===== src/hw/rtl/ultrasonic_echo_ranger_macros.svh =====
// ----------------------------------------------------------------------------
// ultrasonic echo ranger assertion macros
// shorthand for clocked checks that sample on clk and are off during rst
// ----------------------------------------------------------------------------
`ifndef ULTRASONIC_ECHO_RANGER_MACROS_SVH
`define ULTRASONIC_ECHO_RANGER_MACROS_SVH

// antecedent implies consequent in the same cycle
`define UER_ASSERT_IMP(lbl, ante, cons, msg) \
  lbl: assert property (@(posedge clk) disable iff (rst) (ante) |-> (cons)) \
    else $error(msg);

// antecedent implies consequent in the next cycle
`define UER_ASSERT_NXT(lbl, ante, cons, msg) \
  lbl: assert property (@(posedge clk) disable iff (rst) (ante) |=> (cons)) \
    else $error(msg);

`endif


===== src/hw/rtl/uer_pkg.sv =====
// ----------------------------------------------------------------------------
// uer_pkg
// shared types, constants and command codes of the ultrasonic echo ranger
// ----------------------------------------------------------------------------
`timescale 1ns / 1ps

package uer_pkg;

  // default tick counter width
  localparam int UER_COUNT_WIDTH = 16;

  // apb register file
  localparam int UER_ADDR_W    = 5;
  localparam int UER_DATA_W    = 32;
  localparam int UER_IDX_W     = UER_ADDR_W - 2;

  typedef enum logic [UER_IDX_W-1:0] {
    REG_TRIGGER_TICKS = 3'd0,
    REG_TIMEOUT_TICKS = 3'd1,
    REG_SPACING_MM    = 3'd2,
    REG_OFFSET_MM     = 3'd3,
    REG_THRESHOLD_MM  = 3'd4
  } uer_reg_t;

  // register reset values
  localparam logic [7:0]  UER_TRIGGER_RESET   = 8'd1;
  localparam logic [15:0] UER_TIMEOUT_RESET   = 16'hFFFF;
  localparam logic [9:0]  UER_SPACING_RESET   = 10'd0;
  localparam logic [7:0]  UER_OFFSET_RESET    = 8'd12;
  localparam logic [15:0] UER_THRESHOLD_RESET = 16'd0;

  // distance arithmetic: d = isqrt((17c)^2 - 100 s^2) / 20 + offset
  localparam int          UER_ECHO_SCALE    = 17;
  localparam int          UER_SPACING_SCALE = 100;
  // root / 20 = (root >> 2) / 5, and /5 is a multiply by ceil(2^21 / 5)
  localparam logic [18:0] UER_RECIP_5       = 19'd419431;
  localparam int          UER_RECIP_SHIFT   = 21;
  // roots at or above 20 * 65536 always saturate the distance
  localparam logic [31:0] UER_SAT_ROOT      = 32'd1310720;
  localparam logic [15:0] UER_DIST_MAX      = 16'hFFFF;

  typedef struct packed {
    logic [7:0]  trigger_ticks;
    logic [15:0] timeout_ticks;
    logic [9:0]  module_spacing_mm;
    logic [7:0]  offset_mm;
    logic [15:0] near_threshold_mm;
  } uer_cfg_t;

  // channel payloads
  typedef struct packed {
    logic start_req;
    logic echo_level;
  } uer_tick_t;

  typedef struct packed {
    logic        trigger_level;
    logic        busy_res;
    logic        done_res;
    logic        timed_out;
    logic [15:0] distance_mm;
    logic        far_flag;
    logic        near_flag;
  } uer_result_t;

  // tick counter operations
  typedef enum logic [1:0] {
    CNT_HOLD,
    CNT_LOAD1,
    CNT_CLEAR,
    CNT_UP
  } uer_cnt_op_t;

  // distance calculation steps
  typedef enum logic [3:0] {
    STEP_NONE,
    STEP_SQ_A,
    STEP_SQ_LL,
    STEP_SQ_HL,
    STEP_SQ_HH,
    STEP_SQ_ACC,
    STEP_RAD,
    STEP_ROOT_GO,
    STEP_DIV
  } uer_step_t;

  // how a measurement ends
  typedef enum logic [1:0] {
    FIN_NONE,
    FIN_TIMEOUT,
    FIN_OK
  } uer_fin_t;

  // controller to datapath
  typedef struct packed {
    uer_cnt_op_t cnt_op;
    uer_step_t   step;
    uer_fin_t    fin;
    logic        out_load;
    logic        out_trig;
    logic        out_busy;
    logic        out_done;
  } uer_cmd_t;

  // datapath to controller
  typedef struct packed {
    logic trig_done;
    logic up_timeout;
    logic one_timeout;
    logic root_done;
  } uer_stat_t;

endpackage


===== src/hw/rtl/uer_channels.sv =====
// ----------------------------------------------------------------------------
// uer channels
// valid/ready stream interfaces for time-base ticks and ranging results
// ----------------------------------------------------------------------------
`timescale 1ns / 1ps

interface uer_tick_if;
  import uer_pkg::*;

  logic      valid;
  logic      ready;
  uer_tick_t payload;

  modport source (output valid, output payload, input ready);
  modport sink (input valid, input payload, output ready);
endinterface

interface uer_result_if;
  import uer_pkg::*;

  logic        valid;
  logic        ready;
  uer_result_t payload;

  modport source (output valid, output payload, input ready);
  modport sink (input valid, input payload, output ready);
endinterface


===== src/hw/rtl/ultrasonic_echo_ranger.sv =====
// ----------------------------------------------------------------------------
// ultrasonic echo ranger
// Feed one tick transfer per time-base tick, carrying the start request and
// the sampled echo level; each tick returns exactly one result transfer with
// the trigger level to drive, busy and done, and the last distance with its
// timeout, far and near flags. A tick is taken only in a cycle where the
// output register is empty or its result transfer leaves in that same cycle.
// The tick on which the echo falls is followed by the distance calculation
// before its result is valid and the next tick can be taken: states ST_SQ_A
// to ST_RAD form 17 * count, build its square from three 16 x 16 partial
// products (the cross product taken twice) and clamp the radicand, ST_ROOT_GO
// starts the square-root unit, which retires one root bit per cycle and
// reports done in the cycle after the last bit, and ST_DIV and ST_FINISH do
// the divide by 20, then the offset and saturation. Configuration is written
// over the apb port at byte address 4 * index; the user must write it only
// while no tick is in work, which the block itself does not enforce.
// ----------------------------------------------------------------------------
`timescale 1ns / 1ps

module ultrasonic_echo_ranger #(
  parameter int COUNT_WIDTH = uer_pkg::UER_COUNT_WIDTH
) (
  input  logic                           clk,
  input  logic                           rst,
  uer_tick_if.sink                       tick,
  uer_result_if.source                   result,
  input  logic                           psel,
  input  logic                           penable,
  input  logic                           pwrite,
  input  logic [uer_pkg::UER_ADDR_W-1:0] paddr,
  input  logic [uer_pkg::UER_DATA_W-1:0] pwdata,
  output logic [uer_pkg::UER_DATA_W-1:0] prdata,
  output logic                           pready
);
  import uer_pkg::*;

  uer_cfg_t    cfg;
  uer_cmd_t    cmd;
  uer_stat_t   st;
  uer_result_t res;
  logic        tick_ready;
  logic        res_valid;

  // configuration registers
  uer_cfg u_cfg (
    .clk     (clk),
    .rst     (rst),
    .psel    (psel),
    .penable (penable),
    .pwrite  (pwrite),
    .paddr   (paddr),
    .pwdata  (pwdata),
    .prdata  (prdata),
    .pready  (pready),
    .cfg     (cfg)
  );

  // phase tracking and sequencing
  uer_ctrl u_ctrl (
    .clk        (clk),
    .rst        (rst),
    .tick_valid (tick.valid),
    .tick_start (tick.payload.start_req),
    .tick_echo  (tick.payload.echo_level),
    .tick_ready (tick_ready),
    .res_valid  (res_valid),
    .res_ready  (result.ready),
    .cmd        (cmd),
    .st         (st)
  );

  // counter and distance arithmetic
  uer_datapath #(
    .COUNT_WIDTH (COUNT_WIDTH)
  ) u_datapath (
    .clk (clk),
    .rst (rst),
    .cfg (cfg),
    .cmd (cmd),
    .st  (st),
    .res (res)
  );

  assign tick.ready     = tick_ready;
  assign result.valid   = res_valid;
  assign result.payload = res;

endmodule


===== src/hw/rtl/uer_cfg.sv =====
// ----------------------------------------------------------------------------
// uer_cfg
// apb register file holding the ranging configuration
// ----------------------------------------------------------------------------
`timescale 1ns / 1ps

module uer_cfg (
  input  logic                          clk,
  input  logic                          rst,
  input  logic                          psel,
  input  logic                          penable,
  input  logic                          pwrite,
  input  logic [uer_pkg::UER_ADDR_W-1:0] paddr,
  input  logic [uer_pkg::UER_DATA_W-1:0] pwdata,
  output logic [uer_pkg::UER_DATA_W-1:0] prdata,
  output logic                          pready,
  output uer_pkg::uer_cfg_t             cfg
);
  import uer_pkg::*;

  uer_reg_t reg_idx;
  logic     wr_en;

  assign reg_idx = uer_reg_t'(paddr[UER_ADDR_W-1:2]);
  assign wr_en   = psel && penable && pwrite;
  assign pready  = 1'b1;

  // register writes, out-of-range addresses ignored
  always_ff @(posedge clk) begin
    if (rst) begin
      cfg.trigger_ticks     <= UER_TRIGGER_RESET;
      cfg.timeout_ticks     <= UER_TIMEOUT_RESET;
      cfg.module_spacing_mm <= UER_SPACING_RESET;
      cfg.offset_mm         <= UER_OFFSET_RESET;
      cfg.near_threshold_mm <= UER_THRESHOLD_RESET;
    end else if (wr_en) begin
      unique case (reg_idx)
        REG_TRIGGER_TICKS: cfg.trigger_ticks     <= pwdata[7:0];
        REG_TIMEOUT_TICKS: cfg.timeout_ticks     <= pwdata[15:0];
        REG_SPACING_MM:    cfg.module_spacing_mm <= pwdata[9:0];
        REG_OFFSET_MM:     cfg.offset_mm         <= pwdata[7:0];
        REG_THRESHOLD_MM:  cfg.near_threshold_mm <= pwdata[15:0];
        default: ;
      endcase
    end
  end

  // read mux
  always_comb begin
    prdata = '0;
    unique case (reg_idx)
      REG_TRIGGER_TICKS: prdata = UER_DATA_W'(cfg.trigger_ticks);
      REG_TIMEOUT_TICKS: prdata = UER_DATA_W'(cfg.timeout_ticks);
      REG_SPACING_MM:    prdata = UER_DATA_W'(cfg.module_spacing_mm);
      REG_OFFSET_MM:     prdata = UER_DATA_W'(cfg.offset_mm);
      REG_THRESHOLD_MM:  prdata = UER_DATA_W'(cfg.near_threshold_mm);
      default:           prdata = '0;
    endcase
  end

endmodule


===== src/hw/rtl/uer_isqrt.sv =====
// ----------------------------------------------------------------------------
// uer_isqrt
// iterative integer square root, one root bit per cycle, rounded down
// ----------------------------------------------------------------------------
`timescale 1ns / 1ps

module uer_isqrt #(
  parameter int ROOT_W = uer_pkg::UER_COUNT_WIDTH + 5
) (
  input  logic                  clk,
  input  logic                  rst,
  input  logic                  start,
  input  logic [2*ROOT_W-1:0]   radicand,
  output logic [ROOT_W-1:0]     root,
  output logic                  done
);
  localparam int SQ_W = 2 * ROOT_W;
  localparam int IT_W = $clog2(ROOT_W);

  logic [SQ_W-1:0]   rad_sh;
  logic [ROOT_W+1:0] rem;
  logic [ROOT_W+1:0] rem_sh;
  logic [ROOT_W+1:0] trial;
  logic              ge;
  logic              busy;
  logic [IT_W-1:0]   iter;

  // bring down the next two radicand bits and try the next root bit
  assign rem_sh = {rem[ROOT_W-1:0], rad_sh[SQ_W-1 -: 2]};
  assign trial  = {root, 2'b01};
  assign ge     = rem_sh >= trial;

  // iteration control
  always_ff @(posedge clk) begin
    if (rst) begin
      busy <= 1'b0;
      done <= 1'b0;
      iter <= '0;
    end else begin
      done <= 1'b0;
      if (start) begin
        busy <= 1'b1;
        iter <= IT_W'(ROOT_W - 1);
      end else if (busy) begin
        if (iter == '0) begin
          busy <= 1'b0;
          done <= 1'b1;
        end else begin
          iter <= iter - 1'b1;
        end
      end
    end
  end

  // remainder and partial root
  always_ff @(posedge clk) begin
    if (start) begin
      rad_sh <= radicand;
      rem    <= '0;
      root   <= '0;
    end else if (busy) begin
      rad_sh <= {rad_sh[SQ_W-3:0], 2'b00};
      rem    <= ge ? (rem_sh - trial) : rem_sh;
      root   <= {root[ROOT_W-2:0], ge};
    end
  end

endmodule


===== src/hw/rtl/uer_datapath.sv =====
// ----------------------------------------------------------------------------
// uer_datapath
// tick counter, distance arithmetic, stored measurement and result register
// ----------------------------------------------------------------------------
`timescale 1ns / 1ps

module uer_datapath #(
  parameter int COUNT_WIDTH = uer_pkg::UER_COUNT_WIDTH
) (
  input  logic                 clk,
  input  logic                 rst,
  input  uer_pkg::uer_cfg_t    cfg,
  input  uer_pkg::uer_cmd_t    cmd,
  output uer_pkg::uer_stat_t   st,
  output uer_pkg::uer_result_t res
);
  import uer_pkg::*;

  // 17 * count fits in COUNT_WIDTH + 5 bits, its square in twice that
  localparam int A_W  = COUNT_WIDTH + 5;
  localparam int SQ_W = 2 * A_W;
  localparam logic [COUNT_WIDTH-1:0] CNT_MAX = {COUNT_WIDTH{1'b1}};

  logic [COUNT_WIDTH-1:0] tick_count;
  logic [COUNT_WIDTH-1:0] cnt_up;

  logic [31:0]   a_reg;
  logic [15:0]   a_lo;
  logic [15:0]   a_hi;
  logic [19:0]   ss_reg;
  logic [26:0]   sub_reg;
  logic [31:0]   prod;
  logic [63:0]   acc;
  logic [SQ_W-1:0] rad;
  logic [A_W-1:0]  root;
  logic            root_done;
  logic [18:0]   quarter;
  logic [37:0]   div_prod;
  logic [15:0]   quot;
  logic          big;
  logic [16:0]   sum;
  logic [15:0]   dist_ok;

  logic [15:0]   last_distance;
  logic          timeout_seen;
  logic          far_flag;
  logic          near_flag;
  logic [15:0]   last_distance_next;
  logic          timeout_seen_next;
  logic          far_flag_next;
  logic          near_flag_next;

  // saturating increment and the compares the controller branches on
  assign cnt_up         = (tick_count != CNT_MAX) ? tick_count + 1'b1 : tick_count;
  assign st.trig_done   = 32'(tick_count) >= 32'(cfg.trigger_ticks);
  assign st.up_timeout  = (32'(cnt_up) >= 32'(cfg.timeout_ticks)) || (cnt_up == CNT_MAX);
  assign st.one_timeout = cfg.timeout_ticks <= 16'd1;
  assign st.root_done   = root_done;

  // tick counter
  always_ff @(posedge clk) begin
    if (rst) begin
      tick_count <= '0;
    end else begin
      case (cmd.cnt_op)
        CNT_LOAD1: tick_count <= COUNT_WIDTH'(1);
        CNT_CLEAR: tick_count <= '0;
        CNT_UP:    tick_count <= cnt_up;
        default:   tick_count <= tick_count;
      endcase
    end
  end

  // squaring in 16 x 16 partial products, one per cycle
  assign a_lo     = a_reg[15:0];
  assign a_hi     = a_reg[31:16];
  assign quarter  = 19'(32'(root) >> 2);
  assign div_prod = 38'(quarter) * 38'(UER_RECIP_5);

  always_ff @(posedge clk) begin
    unique case (cmd.step)
      STEP_SQ_A: begin
        a_reg  <= 32'(tick_count) * 32'(UER_ECHO_SCALE);
        ss_reg <= 20'(cfg.module_spacing_mm) * 20'(cfg.module_spacing_mm);
      end
      STEP_SQ_LL: begin
        prod    <= 32'(a_lo) * 32'(a_lo);
        sub_reg <= 27'(ss_reg) * 27'(UER_SPACING_SCALE);
      end
      STEP_SQ_HL: begin
        prod <= 32'(a_hi) * 32'(a_lo);
        acc  <= {32'd0, prod};
      end
      STEP_SQ_HH: begin
        prod <= 32'(a_hi) * 32'(a_hi);
        acc  <= acc + {15'd0, prod, 17'd0};
      end
      STEP_SQ_ACC: begin
        acc <= acc + {prod, 32'd0};
      end
      STEP_RAD: begin
        // negative radicand clamps to zero
        rad <= (acc > {37'd0, sub_reg}) ? SQ_W'(acc - {37'd0, sub_reg}) : '0;
      end
      STEP_DIV: begin
        big  <= 32'(root) >= UER_SAT_ROOT;
        quot <= div_prod[UER_RECIP_SHIFT +: 16];
      end
      default: ;
    endcase
  end

  uer_isqrt #(
    .ROOT_W (A_W)
  ) u_isqrt (
    .clk      (clk),
    .rst      (rst),
    .start    (cmd.step == STEP_ROOT_GO),
    .radicand (rad),
    .root     (root),
    .done     (root_done)
  );

  // offset and saturation
  assign sum     = 17'(quot) + 17'(cfg.offset_mm);
  assign dist_ok = (big || sum[16]) ? UER_DIST_MAX : sum[15:0];

  // stored measurement update
  always_comb begin
    last_distance_next = last_distance;
    timeout_seen_next  = timeout_seen;
    far_flag_next      = far_flag;
    near_flag_next     = near_flag;
    case (cmd.fin)
      FIN_TIMEOUT: begin
        last_distance_next = '0;
        timeout_seen_next  = 1'b1;
        far_flag_next      = 1'b0;
        near_flag_next     = 1'b0;
      end
      FIN_OK: begin
        last_distance_next = dist_ok;
        timeout_seen_next  = 1'b0;
        far_flag_next      = dist_ok >= cfg.near_threshold_mm;
        near_flag_next     = (dist_ok < cfg.near_threshold_mm) && (dist_ok != '0);
      end
      default: ;
    endcase
  end

  always_ff @(posedge clk) begin
    if (rst) begin
      last_distance <= '0;
      timeout_seen  <= 1'b0;
      far_flag      <= 1'b0;
      near_flag     <= 1'b0;
    end else begin
      last_distance <= last_distance_next;
      timeout_seen  <= timeout_seen_next;
      far_flag      <= far_flag_next;
      near_flag     <= near_flag_next;
    end
  end

  // result register
  always_ff @(posedge clk) begin
    if (cmd.out_load) begin
      res.trigger_level <= cmd.out_trig;
      res.busy_res      <= cmd.out_busy;
      res.done_res      <= cmd.out_done;
      res.timed_out     <= timeout_seen_next;
      res.distance_mm   <= last_distance_next;
      res.far_flag      <= far_flag_next;
      res.near_flag     <= near_flag_next;
    end
  end

endmodule


===== src/hw/rtl/uer_ctrl.sv =====
// ----------------------------------------------------------------------------
// uer_ctrl
// measurement phase tracking and distance calculation sequencing
// ----------------------------------------------------------------------------
`timescale 1ns / 1ps
`include "ultrasonic_echo_ranger_macros.svh"

module uer_ctrl (
  input  logic               clk,
  input  logic               rst,
  input  logic               tick_valid,
  input  logic               tick_start,
  input  logic               tick_echo,
  output logic               tick_ready,
  output logic               res_valid,
  input  logic               res_ready,
  output uer_pkg::uer_cmd_t  cmd,
  input  uer_pkg::uer_stat_t st
);
  import uer_pkg::*;

  typedef enum logic [1:0] {
    PH_IDLE,
    PH_TRIG,
    PH_RISE,
    PH_FALL
  } phase_t;

  typedef enum logic [3:0] {
    ST_TICK,
    ST_SQ_A,
    ST_SQ_LL,
    ST_SQ_HL,
    ST_SQ_HH,
    ST_SQ_ACC,
    ST_RAD,
    ST_ROOT_GO,
    ST_ROOT_WAIT,
    ST_DIV,
    ST_FINISH
  } state_t;

  state_t state;
  state_t state_next;
  phase_t phase;
  phase_t phase_next;
  logic   res_valid_next;
  logic   fire;

  // in the tick state, a tick is taken once the result register is free or being emptied
  assign tick_ready = (state == ST_TICK) && (!res_valid || res_ready);
  assign fire       = tick_valid && tick_ready;

  // next state and datapath commands
  always_comb begin
    state_next   = state;
    phase_next   = phase;
    cmd.cnt_op   = CNT_HOLD;
    cmd.step     = STEP_NONE;
    cmd.fin      = FIN_NONE;
    cmd.out_load = 1'b0;
    cmd.out_done = 1'b0;

    unique case (state)
      ST_TICK: begin
        if (fire) begin
          cmd.out_load = 1'b1;
          unique case (phase)
            PH_IDLE: begin
              if (tick_start) begin
                phase_next = PH_TRIG;
                cmd.cnt_op = CNT_LOAD1;
              end
            end
            PH_TRIG: begin
              if (st.trig_done) begin
                phase_next = PH_RISE;
                cmd.cnt_op = CNT_CLEAR;
              end else begin
                cmd.cnt_op = CNT_UP;
              end
            end
            PH_RISE: begin
              if (tick_echo) begin
                if (st.one_timeout) begin
                  phase_next   = PH_IDLE;
                  cmd.fin      = FIN_TIMEOUT;
                  cmd.out_done = 1'b1;
                end else begin
                  phase_next = PH_FALL;
                  cmd.cnt_op = CNT_LOAD1;
                end
              end else if (st.up_timeout) begin
                phase_next   = PH_IDLE;
                cmd.fin      = FIN_TIMEOUT;
                cmd.out_done = 1'b1;
              end else begin
                cmd.cnt_op = CNT_UP;
              end
            end
            PH_FALL: begin
              if (tick_echo) begin
                if (st.up_timeout) begin
                  phase_next   = PH_IDLE;
                  cmd.fin      = FIN_TIMEOUT;
                  cmd.out_done = 1'b1;
                end else begin
                  cmd.cnt_op = CNT_UP;
                end
              end else begin
                // echo fell: the result waits for the distance calculation
                cmd.out_load = 1'b0;
                state_next   = ST_SQ_A;
              end
            end
          endcase
        end
      end
      ST_SQ_A: begin
        cmd.step   = STEP_SQ_A;
        state_next = ST_SQ_LL;
      end
      ST_SQ_LL: begin
        cmd.step   = STEP_SQ_LL;
        state_next = ST_SQ_HL;
      end
      ST_SQ_HL: begin
        cmd.step   = STEP_SQ_HL;
        state_next = ST_SQ_HH;
      end
      ST_SQ_HH: begin
        cmd.step   = STEP_SQ_HH;
        state_next = ST_SQ_ACC;
      end
      ST_SQ_ACC: begin
        cmd.step   = STEP_SQ_ACC;
        state_next = ST_RAD;
      end
      ST_RAD: begin
        cmd.step   = STEP_RAD;
        state_next = ST_ROOT_GO;
      end
      ST_ROOT_GO: begin
        cmd.step   = STEP_ROOT_GO;
        state_next = ST_ROOT_WAIT;
      end
      ST_ROOT_WAIT: begin
        if (st.root_done) begin
          state_next = ST_DIV;
        end
      end
      ST_DIV: begin
        cmd.step   = STEP_DIV;
        state_next = ST_FINISH;
      end
      ST_FINISH: begin
        phase_next   = PH_IDLE;
        cmd.fin      = FIN_OK;
        cmd.out_load = 1'b1;
        cmd.out_done = 1'b1;
        state_next   = ST_TICK;
      end
      default: begin
        state_next = ST_TICK;
      end
    endcase

    cmd.out_trig = (phase_next == PH_TRIG);
    cmd.out_busy = (phase_next != PH_IDLE);

    if (cmd.out_load) begin
      res_valid_next = 1'b1;
    end else if (res_ready) begin
      res_valid_next = 1'b0;
    end else begin
      res_valid_next = res_valid;
    end
  end

  // state, phase and result valid
  always_ff @(posedge clk) begin
    if (rst) begin
      state     <= ST_TICK;
      phase     <= PH_IDLE;
      res_valid <= 1'b0;
    end else begin
      state     <= state_next;
      phase     <= phase_next;
      res_valid <= res_valid_next;
    end
  end

  // checks
  `UER_ASSERT_IMP(a_no_tick_in_calc, state != ST_TICK, !tick_ready, "tick taken during calculation")
  `UER_ASSERT_NXT(a_done_goes_idle, cmd.out_load && cmd.out_done, (phase == PH_IDLE) && res_valid, "finished result without idle phase")
  `UER_ASSERT_IMP(a_root_done_waited, st.root_done, state == ST_ROOT_WAIT, "root ready outside wait state")
  `UER_ASSERT_NXT(a_calc_entry_free, fire && (phase == PH_FALL) && !tick_echo, (state == ST_SQ_A) && !res_valid, "calculation entered with result pending")

endmodule

===== src/flat_wrapper.sv =====
// flat-port wrapper written by rule: the top's interface ports become plain ports
module ultrasonic_echo_ranger_flat import uer_pkg::*;
#(
  parameter int COUNT_WIDTH = uer_pkg::UER_COUNT_WIDTH
)
  (clk, rst, psel, penable, pwrite, paddr, pwdata, prdata, pready, tick_valid, tick_payload, tick_ready, result_valid, result_payload, result_ready);
  uer_tick_if tick_i ();
  uer_result_if result_i ();
  input  logic clk;
  input  logic rst;
  input  logic psel;
  input  logic penable;
  input  logic pwrite;
  input  logic [uer_pkg::UER_ADDR_W-1:0] paddr;
  input  logic [uer_pkg::UER_DATA_W-1:0] pwdata;
  output logic [uer_pkg::UER_DATA_W-1:0] prdata;
  output logic pready;
  input wire logic [$bits(tick_i.valid)-1:0] tick_valid;
  input wire logic [$bits(tick_i.payload)-1:0] tick_payload;
  output wire logic [$bits(tick_i.ready)-1:0] tick_ready;
  output wire logic [$bits(result_i.valid)-1:0] result_valid;
  output wire logic [$bits(result_i.payload)-1:0] result_payload;
  input wire logic [$bits(result_i.ready)-1:0] result_ready;
  assign tick_i.valid = tick_valid;
  assign tick_i.payload = tick_payload;
  assign tick_ready = tick_i.ready;
  assign result_valid = result_i.valid;
  assign result_payload = result_i.payload;
  assign result_i.ready = result_ready;
  ultrasonic_echo_ranger #(.COUNT_WIDTH(COUNT_WIDTH)) u_core (.clk(clk), .rst(rst), .tick(tick_i), .result(result_i), .psel(psel), .penable(penable), .pwrite(pwrite), .paddr(paddr), .pwdata(pwdata), .prdata(prdata), .pready(pready));
endmodule

===== config.mk =====
export PLATFORM = sky130hd
export DESIGN_NAME = ultrasonic_echo_ranger_flat
export DESIGN_NICKNAME = d
export VERILOG_FILES = /design/src/hw/rtl/uer_pkg.sv /design/src/hw/rtl/uer_channels.sv /design/src/hw/rtl/ultrasonic_echo_ranger.sv /design/src/hw/rtl/uer_cfg.sv /design/src/hw/rtl/uer_isqrt.sv /design/src/hw/rtl/uer_datapath.sv /design/src/hw/rtl/uer_ctrl.sv /design/src/flat_wrapper.sv
export VERILOG_INCLUDE_DIRS = /design/src /design/src/hw/rtl
export SDC_FILE = /design/constraint.sdc
export NUM_CORES = 2
export LEC_CHECK = 0
export ABC_AREA = 1
export BUFFER_PORTS_ARGS = -buffer_cell sky130_fd_sc_hd__buf_2
export CAP_MARGIN = 0
export CORE_ASPECT_RATIO = 0.75
export CORE_MARGIN = 2
export CORE_UTILIZATION = 59
export DETAILED_ROUTE_END_ITERATION = 12
export PLACE_DENSITY = 0.9
export SYNTH_ARGS = -nofsm -noshare
export SYNTH_HDL_FRONTEND = slang
export SYNTH_SLANG_ARGS = --single-unit

===== constraint.sdc =====
create_clock -name clk -period 6.35 [get_ports clk]
set_input_delay 1.27 -clock clk [delete_from_list [all_inputs] [get_ports clk]]
set_output_delay 1.27 -clock clk [all_outputs]
set_load 0.01 [all_outputs]

==> qor.yml <==
status: "complete, no violations"
ys.flop_type: "edfxtp_1"
maxCapViolations: 0
vias: 40300
clk_path_buf_depth: 3
portBuffers: 67
start_util_pct: 59.9
drive_above_1_share_pct: 5.16
core_area_mm2: 0.0791
slew_headroom_pct: 21.1
dp_hpwl_mm: 100
synth_top_area_share_pct: 18.0
busiest_layer: "met2"
worst_pin_slew_ns: 1.18
tns_ns: 0
die_area_mm2: 0.0825
final_nets: 7025
skew_ns: 0.0361
synth-async-reset-ratio_pct: 0
fin_area_mm2: 0.0507
cts_sinks: 432
top_register: "u_core.u_datapath.acc"
synth_edf_count: 283
fmax_ghz: 0.164
grt_usage_pct: 30.7
top_regs: "u_core.u_datapath.acc x64, u_core.u_cfg.cfg x58"
power_density_mw_per_mm2: 438
fin_util_pct: 64.2
post-route-period-util_pct: 96.2
chipWidth_um: 331
total_power_uw: 22200
power_frac_clock_pct: 13.5
final_hold_viol_count: 0
p_seq_share_pct: 16.0
clock-root-buffer: "clkbuf_16"
syn_area_mm2: 0.0473
clkTransAtPathRegs_ns: 0.07
post_drt_wl_per_cell_um: 17.9
yosysWarnings: 0
htreeDepth: 2
hold_ws_ns: 0.473
drc_errors: 0
clkLatencyLatePin_ns: 0.63
avgSynthCellArea_um2: 8.01
gp_congestion: 1.00
yosys-top-cells-area: "edfxtp_1 (18%), fa_1 (17%), ha_1 (16%)"
crit_type: "reg -> reg"
crit_path_end_kind: "flip-flop"
antenna_left: 0
start_kind: "flip-flop"
largest_register_ffs: 64
vias_per_cell: 5.71
synth_seq_area_share_pct: 24.3
antenna_found_initial: 3
drt_iter0_drc: 4234
synth.distinct_cells: 61
p_int_uw: 10900
setup_viol: 0
area_delta_synth_final_pct: 7.20
cellLeakagePower_uw: 0.0262
finalCriticalPeriod_ns: 6.11
comb_power_share_pct: 70.5
swShare_pct: 51.1
cp.arrival_ns: 6.43
grt_pass1_vias: 39000
cts_made_buffers: 48
grt_pass1_wl_mm: 203
grt_overflow: 0
use_met1_pct: 45.3
grt_util_met2_pct: 46.4
ys_ff_latch: 432
crit_path_max_fanout: 12
met3_usage_pct: 5.99
synth_cells: 5908
num_rows: 89
hold_path_class: "reg -> reg"
cts_tree: "done"
crit_required_ns: 6.67
peakVddDrop_mv: 1.79
dpl_cell_area_mm2: 0.0489
synth_top_area_cell: "edfxtp_1"
p_switching_uw: 11300
wl_mm: 126
ios: 103
slew_violations: 0
first_pass_iters: 5
dieHeight_um: 249
grt_start_max_net_pins: 66
routing by layer:
| metal | part of all wire, % | vias up |
|---|---|---|
| met3 | 10 | 247 |
| met2 | 43 | 2017 |
| met4 | 2.4 | 2 |
| met1 | 44 | 19000 |
| met5 | 0.0095 | - |
| li1 | - | 19100 |
worst paths after layout:
path | end | slack, ns | from | cells after the start
worst max register to register | u_core.u_datapath.prod[19] | 0.24 | u_core.u_datapath.a_reg[7] | 25
worst min-delay path | u_core.u_datapath.last_distance[5] | 0.47 | u_core.u_datapath.last_distance[5] | 2
worst max-delay path | u_core.u_datapath.prod[19] | 0.24 | u_core.u_datapath.a_reg[7] | 25
worst min register to register | u_core.u_datapath.last_distance[5] | 0.47 | u_core.u_datapath.last_distance[5] | 2
synth_stat cells (all sizes together) (25+ instances only):
cell,count
inv,1250
nand2,1170
ha,596
a21oi,445
fa,407
nor2,391
o21ai,308
edfxtp,283
nand3,179
dfxtp,149
clkbuf,112
xor2,97
nand4,62
xnor2,61
or2,43
nor3,38
o211ai,34
o22ai,33
buf,31
a31oi,30
o21bai,30
o21a,25
per-stage QoR:
| stage | setup WS (ns) | instances |
|---|---|---|
| after CTS | 0.138 | 7037 |
| after detailed placement | 0.126 | 6950 |
| after global placement | 0.225 | 6950 |
| final | 0.238 | 7060 |
| after global routing | -0.0159 | 7059 |
| after floorplan | 0.414 | 5925 |
power groups by stage:
| stage | sequential, µW | clock (µW) | combinational (µW) |
|---|---|---|---|
| after CTS | 3560 | 3000 | 15300 |
| after floorplan | 3610 | 0 | 10600 |
| after detailed placement | 3610 | 0 | 15200 |
| after global placement | 3610 | 0 | 14800 |
| after global routing | 3560 | 3110 | 17600 |
| final | 3560 | 3000 | 15600 |
critical path, stage by stage (launching register included):
cell and delay (ns):
edfxtp_1 0.60, buf_4 0.29, nand2_1 0.14, fa_1 0.55, fa_1 0.41, inv_1 0.07, ha_1 0.13, inv_1 0.05
fa_1 0.51, inv_1 0.05, fa_1 0.47, inv_1 0.05, fa_1 0.54, inv_1 0.04, ha_1 0.35, nand2_1 0.17
nor2_1 0.08, a211oi_2 0.24, inv_1 0.10, a21oi_1 0.17, o21ai_0 0.15, a21oi_1 0.15, inv_1 0.07, or2_2 0.27
nand3_1 0.06, nand2_1 0.10
layout by cell type (no fill, tap or decap), types with 7 or more instances in the layout:
master | synthesis | layout
a21boi_0 | 12 | 11
buf_4 | 18 | 71
a221oi_1 | 11 | 11
a21o_1 | 19 | 19
o21bai_1 | 30 | 30
nor2_1 | 382 | 375
o21a_1 | 25 | 25
o21ai_1 | 10 | 10
nand2_2 | 7 | 7
dfxtp_1 | 149 | 148
o211ai_1 | 34 | 34
nand2_1 | 1161 | 1161
o221ai_1 | 12 | 12
conb_1 | 2 | 19
or2_2 | 43 | 43
clkbuf_16 | 0 | 50
inv_1 | 1245 | 1244
clkbuf_1 | 112 | 14
nand4_1 | 62 | 62
nor3_1 | 38 | 37
clkinv_1 | 7 | 9
o21ai_0 | 297 | 295
a21oi_1 | 444 | 439
nor2_2 | 6 | 10
xnor2_1 | 61 | 61
buf_2 | 6 | 67
fa_1 | 407 | 407
o22ai_1 | 33 | 33
edfxtp_1 | 283 | 283
xor2_1 | 97 | 97
nor4_1 | 24 | 24
a31oi_1 | 30 | 30
clkbuf_8 | 0 | 7
ha_1 | 596 | 596
nand3_1 | 176 | 175
cells by family after synthesis:
family                     after synthesis  synth area share [%]
AOI/OAI and AO/OA                      989                  11.7
xor gates and xnor gates               158                  2.92
adders and majority gates             1003                  33.0
buffers and inverters                 1400                  11.3
DFF                                    432                  24.3
muxes                                    2                0.0476
other                                    2                0.0159
and+or+nand+nor                       1922                  16.8
cell type report:
cell class	instances	area, µm²
timing repair buffer	144	945
multi-input combinational	4093	30600
fill	6278	28300
antenna	1	2.50
inverter	1257	4720
clock buffer	71	1400
tap	1046	1310
clock inverter	16	241
sequential	432	11500
repair_timing:
action,in CTS,in global routing
setup endpoints to repair,0,13
setup buffers,0,22
hold buffers,0,0
resized for setup,0,15
Note: power is estimated with default switching activity, not from simulation.
